`src/rtl/ssfs_pkg.sv`:
```
package ssfs_pkg;

   localparam int FRAME_BITS  = 13;
   localparam int PERIOD_BITS = 14;
   localparam int CSR_BITS    = 3;

   // ping-pong with a single frame counts through every frame code
   localparam logic [PERIOD_BITS-1:0] SOLO_PERIOD = PERIOD_BITS'(1 << FRAME_BITS);

   localparam logic [FRAME_BITS-1:0] FRAME_WIDTH_RESET  = FRAME_BITS'(32);
   localparam logic [FRAME_BITS-1:0] FRAME_HEIGHT_RESET = FRAME_BITS'(32);
   localparam logic [FRAME_BITS-1:0] SHEET_WIDTH_RESET  = FRAME_BITS'(256);
   localparam logic [FRAME_BITS-1:0] SHEET_HEIGHT_RESET = FRAME_BITS'(256);
   localparam logic [FRAME_BITS-1:0] FRAME_COUNT_RESET  = FRAME_BITS'(8);
   localparam int                    TIME_PER_FRAME_RESET = 100000;
   localparam int                    TIME_RESET_BITS      = 17;

   typedef logic [FRAME_BITS-1:0] frame_type;

   typedef enum logic [CSR_BITS-1:0] {
      REG_FRAME_WIDTH     = 3'd0,
      REG_FRAME_HEIGHT    = 3'd1,
      REG_SHEET_WIDTH     = 3'd2,
      REG_SHEET_HEIGHT    = 3'd3,
      REG_FRAME_COUNT     = 3'd4,
      REG_TIME_PER_FRAME  = 3'd5,
      REG_REPEAT_ENABLE   = 3'd6,
      REG_PINGPONG_ENABLE = 3'd7
   } csr_index_type;

endpackage

```
`src/rtl/sprite_sheet_frame_sequencer.sv`:
```
// Sprite sheet frame sequencer: each request beat is a time tick or a restart, and each
// produces exactly one response beat with the frame rectangle origin, frame index,
// direction and finished flag. A restart goes straight to the done state. A one-shot tick
// steps frames while the elapsed time covers time_per_frame and frames remain. A looped
// tick (repeat or ping-pong) first divides the elapsed time by time_per_frame in a shared
// restoring divider, then takes the frame steps; the same divider folds a long run of
// steps down to under two animation periods (once per tick) and fixes up a frame index
// left beyond frame_count. Step count per tick is bounded by about 8192 plus two
// periods. The request side is ready only between items; a finished response waits in
// its output register while the next request is accepted.
module sprite_sheet_frame_sequencer #(
   parameter int COORD_BITS = 13,
   parameter int TIME_BITS  = 24
) (
   input  logic                                   clock,
   input  logic                                   reset,
   input  logic                                   req_valid,
   output logic                                   req_ready,
   input  logic                                   req_mode,
   input  logic [TIME_BITS-1:0]                   req_delta_time,
   output logic                                   rsp_valid,
   input  logic                                   rsp_ready,
   output logic signed [COORD_BITS-1:0]           rsp_rect_left,
   output logic signed [COORD_BITS-1:0]           rsp_rect_top,
   output logic [ssfs_pkg::FRAME_BITS-1:0]        rsp_frame_index,
   output logic                                   rsp_backwards,
   output logic                                   rsp_finished,
   input  logic                                   csr_write_en,
   input  logic [ssfs_pkg::CSR_BITS-1:0]          csr_index,
   input  logic [TIME_BITS-1:0]                   csr_wdata
);

   localparam int FB        = ssfs_pkg::FRAME_BITS;
   localparam int PB        = ssfs_pkg::PERIOD_BITS;
   localparam int ELAPSED_W = TIME_BITS + 1;
   localparam int DIV_W     = ELAPSED_W;
   localparam int CNT_W     = $clog2(DIV_W + 1);
   localparam int TPF_W     = (TIME_BITS > ssfs_pkg::TIME_RESET_BITS) ?
                              TIME_BITS : ssfs_pkg::TIME_RESET_BITS;
   localparam int CALC_W    = ((COORD_BITS > FB) ? COORD_BITS : FB) + 3;

   typedef enum logic [2:0] {
      ST_IDLE,
      ST_DIV_TIME,
      ST_LOOP,
      ST_DIV_COUNT,
      ST_DIV_FRAME,
      ST_ONESHOT,
      ST_DONE
   } state_type;

   state_type state_ff, state_in;

   // configuration
   logic [FB-1:0]    frame_width_ff, frame_width_in;
   logic [FB-1:0]    frame_height_ff, frame_height_in;
   logic [FB-1:0]    sheet_width_ff, sheet_width_in;
   logic [FB-1:0]    sheet_height_ff, sheet_height_in;
   logic [FB-1:0]    frame_count_ff, frame_count_in;
   logic [TPF_W-1:0] tpf_ff, tpf_in;
   logic             repeat_ff, repeat_in;
   logic             pingpong_ff, pingpong_in;

   // animation state
   logic [ELAPSED_W-1:0]         elapsed_ff, elapsed_in;
   logic [FB-1:0]                frame_ff, frame_in;
   logic                         rev_ff, rev_in;
   logic signed [COORD_BITS-1:0] rect_x_ff, rect_x_in;
   logic signed [COORD_BITS-1:0] rect_y_ff, rect_y_in;

   // loop control and shared divider
   logic [DIV_W-1:0] steps_ff, steps_in;
   logic             reduced_ff, reduced_in;
   logic [DIV_W-1:0] div_quo_ff, div_quo_in;
   logic [DIV_W-1:0] div_rem_ff, div_rem_in;
   logic [DIV_W-1:0] div_den_ff, div_den_in;
   logic [CNT_W-1:0] div_cnt_ff, div_cnt_in;

   // response register
   logic                         rsp_valid_ff, rsp_valid_in;
   logic signed [COORD_BITS-1:0] rsp_left_ff, rsp_left_in;
   logic signed [COORD_BITS-1:0] rsp_top_ff, rsp_top_in;
   logic [FB-1:0]                rsp_frame_ff, rsp_frame_in;
   logic                         rsp_back_ff, rsp_back_in;
   logic                         rsp_fin_ff, rsp_fin_in;

   // derived configuration
   logic [FB-1:0]    fc_eff;
   logic [FB-1:0]    last_frame;
   logic [TPF_W-1:0] tpf_eff;
   logic             looped;
   logic [PB-1:0]    period;

   // divider datapath
   logic [DIV_W:0]   div_shift;
   logic [DIV_W:0]   div_sub;
   logic             div_ge;
   logic [DIV_W-1:0] div_rem_fin;
   logic [DIV_W-1:0] div_quo_fin;
   logic             div_last;

   logic [ELAPSED_W:0]   elapsed_sum;
   logic [ELAPSED_W-1:0] elapsed_sat;

   // step datapath
   logic signed [CALC_W-1:0]     x_ext, y_ext, w_ext, h_ext, sw_ext, sh_ext;
   logic signed [CALC_W-1:0]     fwd_l, rev_l, corner_x, corner_y, y_down, y_up;
   logic signed [COORD_BITS-1:0] mv_x, mv_y;
   logic [FB:0]                  frame_inc;
   logic                         rep_needs_div;
   logic [FB-1:0]                rep_next;
   logic [FB-1:0]                step_frame;
   logic                         step_rev;
   logic                         pp_rev;
   logic signed [COORD_BITS-1:0] step_x, step_y;

   assign fc_eff     = (frame_count_ff == '0) ? FB'(1) : frame_count_ff;
   assign last_frame = fc_eff - FB'(1);
   assign tpf_eff    = (tpf_ff == '0) ? TPF_W'(1) : tpf_ff;
   assign looped     = repeat_ff | pingpong_ff;

   always_comb begin
      if (pingpong_ff) begin
         period = (fc_eff != FB'(1)) ? {last_frame, 1'b0} : ssfs_pkg::SOLO_PERIOD;
      end else begin
         period = PB'(fc_eff);
      end
   end

   assign div_shift   = {div_rem_ff, div_quo_ff[DIV_W-1]};
   assign div_ge      = div_shift >= {1'b0, div_den_ff};
   assign div_sub     = div_shift - {1'b0, div_den_ff};
   assign div_rem_fin = div_ge ? div_sub[DIV_W-1:0] : div_shift[DIV_W-1:0];
   assign div_quo_fin = {div_quo_ff[DIV_W-2:0], div_ge};
   assign div_last    = div_cnt_ff == CNT_W'(1);

   assign elapsed_sum = {1'b0, elapsed_ff} + (ELAPSED_W+1)'(req_delta_time);
   assign elapsed_sat = elapsed_sum[ELAPSED_W] ? '1 : elapsed_sum[ELAPSED_W-1:0];

   // rectangle move, row-end tests on the unwrapped sums
   assign x_ext    = CALC_W'(rect_x_ff);
   assign y_ext    = CALC_W'(rect_y_ff);
   assign w_ext    = signed'(CALC_W'(frame_width_ff));
   assign h_ext    = signed'(CALC_W'(frame_height_ff));
   assign sw_ext   = signed'(CALC_W'(sheet_width_ff));
   assign sh_ext   = signed'(CALC_W'(sheet_height_ff));
   assign fwd_l    = x_ext + w_ext;
   assign rev_l    = x_ext - w_ext;
   assign corner_x = sw_ext - w_ext;
   assign corner_y = sh_ext - h_ext;
   assign y_down   = y_ext + h_ext;
   assign y_up     = y_ext - h_ext;

   always_comb begin
      if (!rev_ff) begin
         if ((fwd_l + w_ext) > sw_ext) begin
            mv_x = '0;
            mv_y = y_down[COORD_BITS-1:0];
         end else begin
            mv_x = fwd_l[COORD_BITS-1:0];
            mv_y = rect_y_ff;
         end
      end else begin
         if (rev_l[CALC_W-1]) begin
            mv_x = corner_x[COORD_BITS-1:0];
            mv_y = y_up[COORD_BITS-1:0];
         end else begin
            mv_x = rev_l[COORD_BITS-1:0];
            mv_y = rect_y_ff;
         end
      end
   end

   assign frame_inc     = {1'b0, frame_ff} + (FB+1)'(1);
   assign rep_needs_div = frame_inc > {1'b0, fc_eff};

   always_comb begin
      if (state_ff == ST_DIV_FRAME) begin
         rep_next = div_rem_fin[FB-1:0];
      end else if (frame_inc == {1'b0, fc_eff}) begin
         rep_next = '0;
      end else begin
         rep_next = frame_inc[FB-1:0];
      end
   end

   always_comb begin
      step_x     = mv_x;
      step_y     = mv_y;
      step_rev   = rev_ff;
      step_frame = frame_inc[FB-1:0];
      pp_rev     = (frame_ff == last_frame) ? 1'b1 : rev_ff;
      if (pingpong_ff) begin
         if (frame_ff == '0) begin
            pp_rev = 1'b0;
            step_x = '0;
            step_y = '0;
         end
         if (frame_ff == last_frame) begin
            step_x = corner_x[COORD_BITS-1:0];
            step_y = corner_y[COORD_BITS-1:0];
         end
         step_rev   = pp_rev;
         step_frame = pp_rev ? (frame_ff - FB'(1)) : frame_inc[FB-1:0];
      end else if (repeat_ff) begin
         step_frame = rep_next;
         if (rep_next == '0) begin
            step_x = '0;
            step_y = '0;
         end
      end
   end

   always_comb begin
      state_in        = state_ff;
      frame_width_in  = frame_width_ff;
      frame_height_in = frame_height_ff;
      sheet_width_in  = sheet_width_ff;
      sheet_height_in = sheet_height_ff;
      frame_count_in  = frame_count_ff;
      tpf_in          = tpf_ff;
      repeat_in       = repeat_ff;
      pingpong_in     = pingpong_ff;
      elapsed_in      = elapsed_ff;
      frame_in        = frame_ff;
      rev_in          = rev_ff;
      rect_x_in       = rect_x_ff;
      rect_y_in       = rect_y_ff;
      steps_in        = steps_ff;
      reduced_in      = reduced_ff;
      div_quo_in      = div_quo_fin;
      div_rem_in      = div_rem_fin;
      div_den_in      = div_den_ff;
      div_cnt_in      = div_cnt_ff - CNT_W'(1);
      rsp_valid_in    = rsp_valid_ff & ~rsp_ready;
      rsp_left_in     = rsp_left_ff;
      rsp_top_in      = rsp_top_ff;
      rsp_frame_in    = rsp_frame_ff;
      rsp_back_in     = rsp_back_ff;
      rsp_fin_in      = rsp_fin_ff;

      unique case (state_ff)
         ST_IDLE: begin
            if (req_valid) begin
               if (req_mode) begin
                  frame_in   = '0;
                  rev_in     = 1'b0;
                  elapsed_in = '0;
                  rect_x_in  = '0;
                  rect_y_in  = '0;
                  state_in   = ST_DONE;
               end else begin
                  elapsed_in = elapsed_sat;
                  if (frame_ff == '0) begin
                     rect_x_in = '0;
                     rect_y_in = '0;
                  end
                  if (looped) begin
                     div_quo_in = elapsed_sat;
                     div_rem_in = '0;
                     div_den_in = DIV_W'(tpf_eff);
                     div_cnt_in = CNT_W'(DIV_W);
                     reduced_in = 1'b0;
                     state_in   = ST_DIV_TIME;
                  end else begin
                     state_in = ST_ONESHOT;
                  end
               end
            end
         end
         ST_DIV_TIME: begin
            if (div_last) begin
               steps_in   = div_quo_fin;
               elapsed_in = div_rem_fin;
               state_in   = ST_LOOP;
            end
         end
         ST_LOOP: begin
            priority if (steps_ff == '0) begin
               state_in = ST_DONE;
            end else if (!reduced_ff && (frame_ff == '0) &&
                         (steps_ff >= DIV_W'({period, 1'b0}))) begin
               // fold a long run into one period plus the remainder
               div_quo_in = steps_ff;
               div_rem_in = '0;
               div_den_in = DIV_W'(period);
               div_cnt_in = CNT_W'(DIV_W);
               state_in   = ST_DIV_COUNT;
            end else if (!pingpong_ff && rep_needs_div) begin
               // frame left beyond the count, wrap it by a true modulo
               div_quo_in = DIV_W'(frame_inc);
               div_rem_in = '0;
               div_den_in = DIV_W'(fc_eff);
               div_cnt_in = CNT_W'(DIV_W);
               state_in   = ST_DIV_FRAME;
            end else begin
               rect_x_in = step_x;
               rect_y_in = step_y;
               frame_in  = step_frame;
               rev_in    = step_rev;
               steps_in  = steps_ff - DIV_W'(1);
            end
         end
         ST_DIV_COUNT: begin
            if (div_last) begin
               steps_in   = DIV_W'(period) + div_rem_fin;
               reduced_in = 1'b1;
               state_in   = ST_LOOP;
            end
         end
         ST_DIV_FRAME: begin
            if (div_last) begin
               rect_x_in = step_x;
               rect_y_in = step_y;
               frame_in  = step_frame;
               rev_in    = step_rev;
               steps_in  = steps_ff - DIV_W'(1);
               state_in  = ST_LOOP;
            end
         end
         ST_ONESHOT: begin
            if ((elapsed_ff >= ELAPSED_W'(tpf_eff)) && (frame_ff < fc_eff)) begin
               elapsed_in = elapsed_ff - ELAPSED_W'(tpf_eff);
               rect_x_in  = step_x;
               rect_y_in  = step_y;
               frame_in   = step_frame;
               rev_in     = step_rev;
            end else begin
               state_in = ST_DONE;
            end
         end
         ST_DONE: begin
            if (!rsp_valid_ff || rsp_ready) begin
               rsp_valid_in = 1'b1;
               rsp_left_in  = rect_x_ff;
               rsp_top_in   = rect_y_ff;
               rsp_frame_in = frame_ff;
               rsp_back_in  = rev_ff;
               rsp_fin_in   = !looped && (frame_ff >= fc_eff);
               state_in     = ST_IDLE;
            end
         end
         default: begin
            state_in = ST_IDLE;
         end
      endcase

      if (csr_write_en) begin
         unique case (ssfs_pkg::csr_index_type'(csr_index))
            ssfs_pkg::REG_FRAME_WIDTH:    frame_width_in  = csr_wdata[FB-1:0];
            ssfs_pkg::REG_FRAME_HEIGHT:   frame_height_in = csr_wdata[FB-1:0];
            ssfs_pkg::REG_SHEET_WIDTH:    sheet_width_in  = csr_wdata[FB-1:0];
            ssfs_pkg::REG_SHEET_HEIGHT:   sheet_height_in = csr_wdata[FB-1:0];
            ssfs_pkg::REG_FRAME_COUNT:    frame_count_in  = csr_wdata[FB-1:0];
            ssfs_pkg::REG_TIME_PER_FRAME: tpf_in          = TPF_W'(csr_wdata);
            ssfs_pkg::REG_REPEAT_ENABLE:  repeat_in       = csr_wdata[0];
            ssfs_pkg::REG_PINGPONG_ENABLE: begin
               pingpong_in = csr_wdata[0];
               if (!csr_wdata[0]) begin
                  rev_in = 1'b0;
               end
            end
            default: begin
            end
         endcase
      end
   end

   always_ff @(posedge clock) begin
      if (reset) begin
         state_ff        <= ST_IDLE;
         frame_width_ff  <= ssfs_pkg::FRAME_WIDTH_RESET;
         frame_height_ff <= ssfs_pkg::FRAME_HEIGHT_RESET;
         sheet_width_ff  <= ssfs_pkg::SHEET_WIDTH_RESET;
         sheet_height_ff <= ssfs_pkg::SHEET_HEIGHT_RESET;
         frame_count_ff  <= ssfs_pkg::FRAME_COUNT_RESET;
         tpf_ff          <= TPF_W'(ssfs_pkg::TIME_PER_FRAME_RESET);
         repeat_ff       <= 1'b0;
         pingpong_ff     <= 1'b0;
         elapsed_ff      <= '0;
         frame_ff        <= '0;
         rev_ff          <= 1'b0;
         rect_x_ff       <= '0;
         rect_y_ff       <= '0;
         steps_ff        <= '0;
         reduced_ff      <= 1'b0;
         rsp_valid_ff    <= 1'b0;
      end else begin
         state_ff        <= state_in;
         frame_width_ff  <= frame_width_in;
         frame_height_ff <= frame_height_in;
         sheet_width_ff  <= sheet_width_in;
         sheet_height_ff <= sheet_height_in;
         frame_count_ff  <= frame_count_in;
         tpf_ff          <= tpf_in;
         repeat_ff       <= repeat_in;
         pingpong_ff     <= pingpong_in;
         elapsed_ff      <= elapsed_in;
         frame_ff        <= frame_in;
         rev_ff          <= rev_in;
         rect_x_ff       <= rect_x_in;
         rect_y_ff       <= rect_y_in;
         steps_ff        <= steps_in;
         reduced_ff      <= reduced_in;
         rsp_valid_ff    <= rsp_valid_in;
      end
      div_quo_ff   <= div_quo_in;
      div_rem_ff   <= div_rem_in;
      div_den_ff   <= div_den_in;
      div_cnt_ff   <= div_cnt_in;
      rsp_left_ff  <= rsp_left_in;
      rsp_top_ff   <= rsp_top_in;
      rsp_frame_ff <= rsp_frame_in;
      rsp_back_ff  <= rsp_back_in;
      rsp_fin_ff   <= rsp_fin_in;
   end

   assign req_ready       = state_ff == ST_IDLE;
   assign rsp_valid       = rsp_valid_ff;
   assign rsp_rect_left   = rsp_left_ff;
   assign rsp_rect_top    = rsp_top_ff;
   assign rsp_frame_index = rsp_frame_ff;
   assign rsp_backwards   = rsp_back_ff;
   assign rsp_finished    = rsp_fin_ff;

endmodule

```
`config.mk`:
```
export PLATFORM = sky130hd
export DESIGN_NAME = sprite_sheet_frame_sequencer
export DESIGN_NICKNAME = d
export VERILOG_FILES = /design/src/rtl/ssfs_pkg.sv /design/src/rtl/sprite_sheet_frame_sequencer.sv
export SDC_FILE = /design/constraint.sdc
export NUM_CORES = 1
export LEC_CHECK = 0
export BUFFER_PORTS_ARGS = -buffer_cell sky130_fd_sc_hd__buf_2
export CAP_MARGIN = 10
export CELL_PAD_IN_SITES_DETAIL_PLACEMENT = 1
export CELL_PAD_IN_SITES_GLOBAL_PLACEMENT = 1
export CORE_ASPECT_RATIO = 1.2
export CORE_MARGIN = 5
export CORE_UTILIZATION = 32
export DETAILED_ROUTE_END_ITERATION = 10
export MAX_ROUTING_LAYER = met4
export PLACE_DENSITY = 0.55
export SETUP_SLACK_MARGIN = 0.4
export SYNTH_ARGS = -nofsm -noshare
export SYNTH_HDL_FRONTEND = slang
export SYNTH_SLANG_ARGS = --single-unit
```
`constraint.sdc`:
```
create_clock -name clock -period 6.55 [get_ports clock]
set_clock_uncertainty 0.2 [all_clocks]
set_input_delay 0 -clock clock [delete_from_list [all_inputs] [get_ports clock]]
set_output_delay 0 -clock clock [all_outputs]
set_load 0.02 [all_outputs]
```
==> results.toml, run 1 <==
[floorplan]
initial_core_util_pct = 32.2
coreArea_sq_um = 77600
fp.dieW_um = 265
dieArea_sq_um = 83700
io_pins = 100
die_y_um = 316
rows = 112

[final_layout]
final_layout_size_suffix_gt1_share_pct = 11.1
nets = 3712
synthToLayoutAreaGrowth_pct = 18.4
final_cells = 4476
fill_cells = 9356

[run_status]
status = "complete, no violations"

[sta]
rsz0062_at_grt = "false"
hold_viol_final = 0
fin_crit_sh_pct = 90.9
final-setup-viol-count = 0
period_needed_ns = 5.95
relSlewSlack_pct = 20.6
fmax_mhz = 168
tns_ns = 0
worst_pin_slew_ns = 1.18
slew_viol_final = 0

[synth]
syn_nets = 3547
synth_top_area_share_pct = 19.3
ys_ff_latch = 306
synth_area_leaders = "dfxtp_1 (19%), ha_1 (11%), edfxtp_1 (7.8%)"
ys_types = 88
synth_edf_count = 65
synth_common_cells = "nand2_1 (382), a21oi_1 (313), nor2_1 (291), dfxtp_1 (241), ha_1 (229)"
synth-warning-count = 0
syn_inst = 3250
synth_top_area_cell = "dfxtp_1"
synthMostInstantiatedCell = "nand2_1"
yosysSeqAreaShare_pct = 27.1
postSynthAreaPerCell_sq_um = 7.68
synthArstFlopShare_pct = 0
netlist_area_sq_um = 25000
yosys_most_used_dff = "dfxtp_1"

[critical_path]
cp_top_family = "simple AND/OR/NAND/NOR gates"
crit_buf_inv = 3
crit_arrival_ns = 6.24
start_kind = "register"
path_depth = 22
worstPathRequired_ns = 6.84
rr_worst_depth = 22
worstSetupPathType = "reg -> reg"
slowest_delay_ns = 0.60
path_max_fanout = 11
crit_slowest_cell = "or4_4"
worstPathCellList = "or4_4, or3_4, nor2_1, a21o_1, inv_1, ha_1, nor3b_1, and4_1, xnor2_2, o22ai_2, inv_1, ha_1, and2_1, o2111a_1, o211a_1, a211o_4, o31ai_4, and3_4, and3_1, buf_4, a21oi_1, o32ai_1"
crit_path_end_kind = "register"

[route]
ant_nets = 0
num_vias = 25800
drt_iter0_drc = 1496
drt-total-wl_um = 119000
first_pass_iters = 5
drc = 0
vias_per_cell = 5.77
wl_per_cell_um = 26.5

[clocking]
cts-buffers-inserted = 40
clockBufferDepth = 3
tritoncts = "yes"
clock_latency_ns = 0.59
clock-sinks = 306
cts-root-buf = "clkbuf_16"
cts.clk_slew.worst_paths_ns = 0.06
htreeDepth = 2

[global_routing]
grt_antenna_before_repair = 3
grt_pass1_vias = 26900
grt_pass1_wl_um = 175000
grt_max_degree = 59
grt_remaining_overflow = 0
grt_use_total_pct = 28.0

[place]
portBuffers = 99
hpwl_um = 93000
place.gp.congestion = 0.966
placedCellCount = 4308

[min_path]
holdPathStages = 6
worstHoldPathType = "in -> reg"

[pwr]
peakVddDrop_v = 0.000282
p_leak_nw = 12.0
powerDensity_nw_per_um2 = 506

[flow_run]
maxCapViolCount = 0
==> worst paths after layout <==
check                           slack [ns]                            from                     endpoint
worst min-delay path                  0.06              req_delta_time[15]  elapsed_ff[16]$_SDFFE_PP0P_
worst min register to register        0.22           div_cnt_ff[0]$_DFF_P_        div_cnt_ff[0]$_DFF_P_
worst max register to register        0.60  frame_count_ff[7]$_SDFFE_PP0P_    rect_y_ff[2]$_SDFFE_PP0P_
worst max-delay path                  0.60  frame_count_ff[7]$_SDFFE_PP0P_    rect_y_ff[2]$_SDFFE_PP0P_
==> per-layer routing <==
metal	wire, um	up-vias	track usage, %
li1	-	12100	-
met1	48000	12900	31.7
met2	60100	574	50.3
met3	3570	234	2.38
met4	6860	0	13.1
met5	0	-	-
==> logic make-up (layout without fill, tap and decap cells) <==
logic type	count (synthesis)	after routing	share of synthesized area, %
DFF	306	306	27.1
adders and majority gates	242	242	12.4
other	0	3	0
xor gates and xnor gates	177	177	6.21
AOI/OAI and AO/OA	1048	1048	27.3
muxes	27	27	1.10
and+or+nand+nor	1083	1083	20.2
buffers and inverters	367	564	5.60
==> sequential cells by signal (all words and copies together), names as in the netlist, 3 cells and up <==
| name | cells |
|---|---|
| div_den_ff | 24 |
| rsp_rect_top | 13 |
| rsp_rect_left | 13 |
| state_ff | 3 |
| frame_width_ff | 13 |
| rsp_frame_index | 13 |
| div_quo_ff | 25 |
| elapsed_ff | 25 |
| frame_count_ff | 13 |
| tpf_ff | 24 |
| frame_height_ff | 13 |
| sheet_height_ff | 13 |
| rect_y_ff | 13 |
| sheet_width_ff | 13 |
| steps_ff | 25 |
| frame_ff | 13 |
| div_cnt_ff | 5 |
| div_rem_ff | 25 |
| rect_x_ff | 13 |
==> per-stage QoR <==
step / setup slack (ns) / power, mW / utilization [%] / hold WS (ns) / instance area (sq um)
after floorplan: 0.587 / 8.43 / - / -0.0760 / 25000
after detailed placement: 0.191 / 12.2 / 34.6 / 0.0533 / 26900
final: 0.596 / 15.0 / 38.1 / 0.0576 / 29600
after global routing: 0.394 / 15.8 / 38.1 / 0.0501 / 29600
after CTS: 0.387 / 14.8 / 37.5 / 0.0149 / 29100
after global placement: 0.505 / 12.2 / 34.6 / 0.0558 / 26900
==> cells in the final DEF, fill, tap and decap left out, drive strengths merged, types with 18 or more instances in the layout <==
master       instances
nor2b               35
a21oi              313
o21a                28
and3                29
a211oi              47
nand4               22
ha                 229
nor4                30
a31oi               21
a21o                67
a221oi              24
o21ai              221
mux2i               24
clkbuf              47
or3                 34
o21bai              27
inv                211
nor2               291
dlygate4sd3         77
a22oi               46
buf                202
o211ai              39
xnor2              122
edfxtp              65
clkinv              18
nand2b              29
nand3               55
xor2                55
and2                23
o22ai               33
nor3                83
dfxtp              241
nand2              382
==> worst register-to-register path, stage by stage (launching register included) <==
cell,delay (ns)
dfxtp_1,0.37
or4_4,0.60
or3_4,0.37
nor2_1,0.14
a21o_1,0.15
inv_1,0.09
ha_1,0.24
nor3b_1,0.20
and4_1,0.24
xnor2_2,0.16
o22ai_2,0.23
inv_1,0.08
ha_1,0.26
and2_1,0.20
o2111a_1,0.19
o211a_1,0.27
a211o_4,0.39
o31ai_4,0.41
and3_4,0.28
and3_1,0.20
buf_4,0.23
a21oi_1,0.11
o32ai_1,0.24
==> what timing repair did <==
action                                  in CTS  in global routing
hold endpoints to repair                   160                  0
cloned                                       0                  1
buffers inserted                             0                 13
pin swaps                                    2                 21
endpoints found under the setup margin      14                108
hold buffers                                77                  0
gates resized for setup                      8                 78
==> cell type report <==
class	count	area, sq um	share of cell area [%]
Tap cell	1026	1280	4.34
Inverter	211	796	2.69
Sequential cell	306	6790	23.0
Multi-Input combinational cell	2577	17200	58.1
Clock buffer	47	1130	3.83
Clock inverter	27	314	1.06
Antenna cell	3	7.51	0.0254
Timing Repair Buffer	279	2060	6.97
==> power by group <==
part | leakage [nW] | internal, mW | switching, mW
clock | 0.710 | 1.48 | 0.977
sequential | 2.57 | 2.37 | 0.417
combinational | 8.68 | 3.26 | 6.47
total | 12.0 | 7.10 | 7.87
No activity file was read; power rests on OpenSTA's default activity.
==> run 2, diff against run 1 <==
- CELL_PAD_IN_SITES_DETAIL_PLACEMENT: 1 -> default
- CELL_PAD_IN_SITES_GLOBAL_PLACEMENT: 1 -> default
- PLACE_DENSITY: 0.55 -> 0.43
==> results.toml, run 2 (synthesis gave the netlist of run 1 again) <==
[floorplan]
rows = 112
die_y_um = 316
initial_core_util_pct = 32.2
io_pins = 100
coreArea_sq_um = 77600
dieArea_sq_um = 83700
fp.dieW_um = 265

[sta]
rsz0062_at_grt = "true"
relSlewSlack_pct = 13.9
hold_viol_final = 0
slew_viol_final = 0
final-setup-viol-count = 0
worst_pin_slew_ns = 1.29
fin_crit_sh_pct = 91.3
fmax_mhz = 167
tns_ns = 0
period_needed_ns = 5.98

[place]
placed_area_sq_um = 26900
place.gp.congestion = 0.962
portBuffers = 99
hpwl_um = 85900

[clocking]
htreeDepth = 2
tritoncts = "yes"
cts-buffers-inserted = 39
cts.clk_slew.worst_paths_ns = 0.06
clock-sinks = 306
clock_latency_ns = 0.58
cts-root-buf = "clkbuf_16"
clockBufferDepth = 3

[min_path]
worstHoldPathType = "in -> reg"

[critical_path]
path_max_fanout = 6
worstPathCellList = "or4_4, or3_4, nor2_2, a21o_1, inv_1, ha_1, or3b_2, nor3_1, xnor2_1, o22ai_2, inv_1, ha_1, a211oi_2, nand3b_1, a311o_1, o211a_1, a211o_1, o31ai_4, and3_4, and3_1, or4b_4, a21oi_1"
crit_buf_inv = 2
crit_slowest_cell = "or4_4"
slowest_delay_ns = 0.60
worstPathRequired_ns = 6.85
crit_path_end_kind = "register"
regToRegSetupSlack_ns = 0.57
worstSetupPathType = "reg -> reg"
cp_top_family = "simple AND/OR/NAND/NOR gates"
start_kind = "register"
crit_arrival_ns = 6.27

[pwr]
peakVddDrop_v = 0.000283
powerDensity_nw_per_um2 = 498
p_leak_nw = 11.9

[route]
drt_iter0_drc = 1926
num_vias = 25300
drc = 0
drt-total-wl_um = 110000
first_pass_iters = 10
wl_per_cell_um = 24.8
vias_per_cell = 5.67
ant_nets = 0

[final_layout]
finalInstanceArea_sq_um = 29200
seqCellArea_sq_um = 6790
nets = 3702
final_layout_size_suffix_gt1_share_pct = 10.4
synthToLayoutAreaGrowth_pct = 17.0
fill_cells = 8179
layout_commonest_cell = "nand2_1"
multi_input_area_sq_um = 17000
layout_common_cells = "nand2_1 (379), a21oi_1 (306), nor2_1 (287)"

[global_routing]
grt_antenna_before_repair = 4
grt_use_total_pct = 26.1
grt_remaining_overflow = 0
grt_pass1_wl_um = 162000
grt_max_degree = 64
grt_pass1_vias = 25200

[run_status]
status = "complete, no violations"

[flow_run]
maxCapViolCount = 0
## run 2: worst paths after layout
path	depth (start not counted)	startpoint	endpoint
worst max-delay path	22	frame_count_ff[7]$_SDFFE_PP0P_	rect_x_ff[7]$_SDFFE_PP0P_
worst min register to register	1	div_cnt_ff[0]$_DFF_P_	div_cnt_ff[0]$_DFF_P_
worst max register to register	22	frame_count_ff[7]$_SDFFE_PP0P_	rect_x_ff[7]$_SDFFE_PP0P_
worst min-delay path	6	req_delta_time[15]	div_quo_ff[15]$_DFF_P_
## run 2: timing repair
| item | CTS | global route |
|---|---|---|
| endpoints found under the setup margin | 62 | 87 |
| pin swaps | 0 | 10 |
| setup buffers | 0 | 12 |
| hold endpoints to repair | 154 | 0 |
| resized for setup | 9 | 49 |
| hold buffers | 67 | 0 |
| gates cloned | 0 | 0 |
## run 2: layout make-up
| type | instances | area share, % |
|---|---|---|
| well taps | 1026 | 4.39 |
| multi-input cells | 2577 | 58.3 |
| clock buffers | 54 | 3.93 |
| flip-flops and latches | 306 | 23.2 |
| diodes | 3 | 0.0257 |
| clock inverters | 15 | 0.660 |
| inverters | 211 | 2.72 |
| repair buffers | 270 | 6.72 |
## run 2: per-layer routing
layer / share of wire [%] / track usage [%]
met1: 40 / 29.9
met5: 0 / -
met4: 6.3 / 13.4
met2: 49 / 45.3
met3: 4.1 / 2.65
## run 2: worst register-to-register path: stages, from the launching register on
cell and delay (ns):
dfxtp_1 0.36, or4_4 0.60, or3_4 0.39, nor2_2 0.12, a21o_1 0.15, inv_1 0.10, ha_1 0.24, or3b_2 0.25
nor3_1 0.07, xnor2_1 0.18, o22ai_2 0.21, inv_1 0.09, ha_1 0.22, a211oi_2 0.28, nand3b_1 0.11, a311o_1 0.32
o211a_1 0.16, a211o_1 0.32, o31ai_4 0.37, and3_4 0.29, and3_1 0.22, or4b_4 0.49, a21oi_1 0.17
## run 2: power by group
part	internal, mW	total, mW	leakage (nW)	switching (mW)
sequential	2.37	2.74	2.57	0.375
clock	1.39	2.34	0.646	0.953
combinational	3.24	9.49	8.64	6.24
## run 2: metrics by stage
step / std cells / worst slack (ns) / power (mW) / hold slack [ns] / util (%)
2_1_floorplan: 3250 / 0.587 / 8.43 / -0.0760 / -
3_3_place_gp: 4311 / 0.153 / 12.0 / 0.0590 / 34.6
3_5_place_dp: 4311 / 0.135 / 12.0 / 0.0615 / 34.6
4_1_cts: 4447 / 0.382 / 14.5 / 0.00995 / 37.2
5_1_grt: 4462 / 0.296 / 15.5 / 0.113 / 37.6
6_report: 4462 / 0.572 / 14.6 / 0.0399 / 37.6
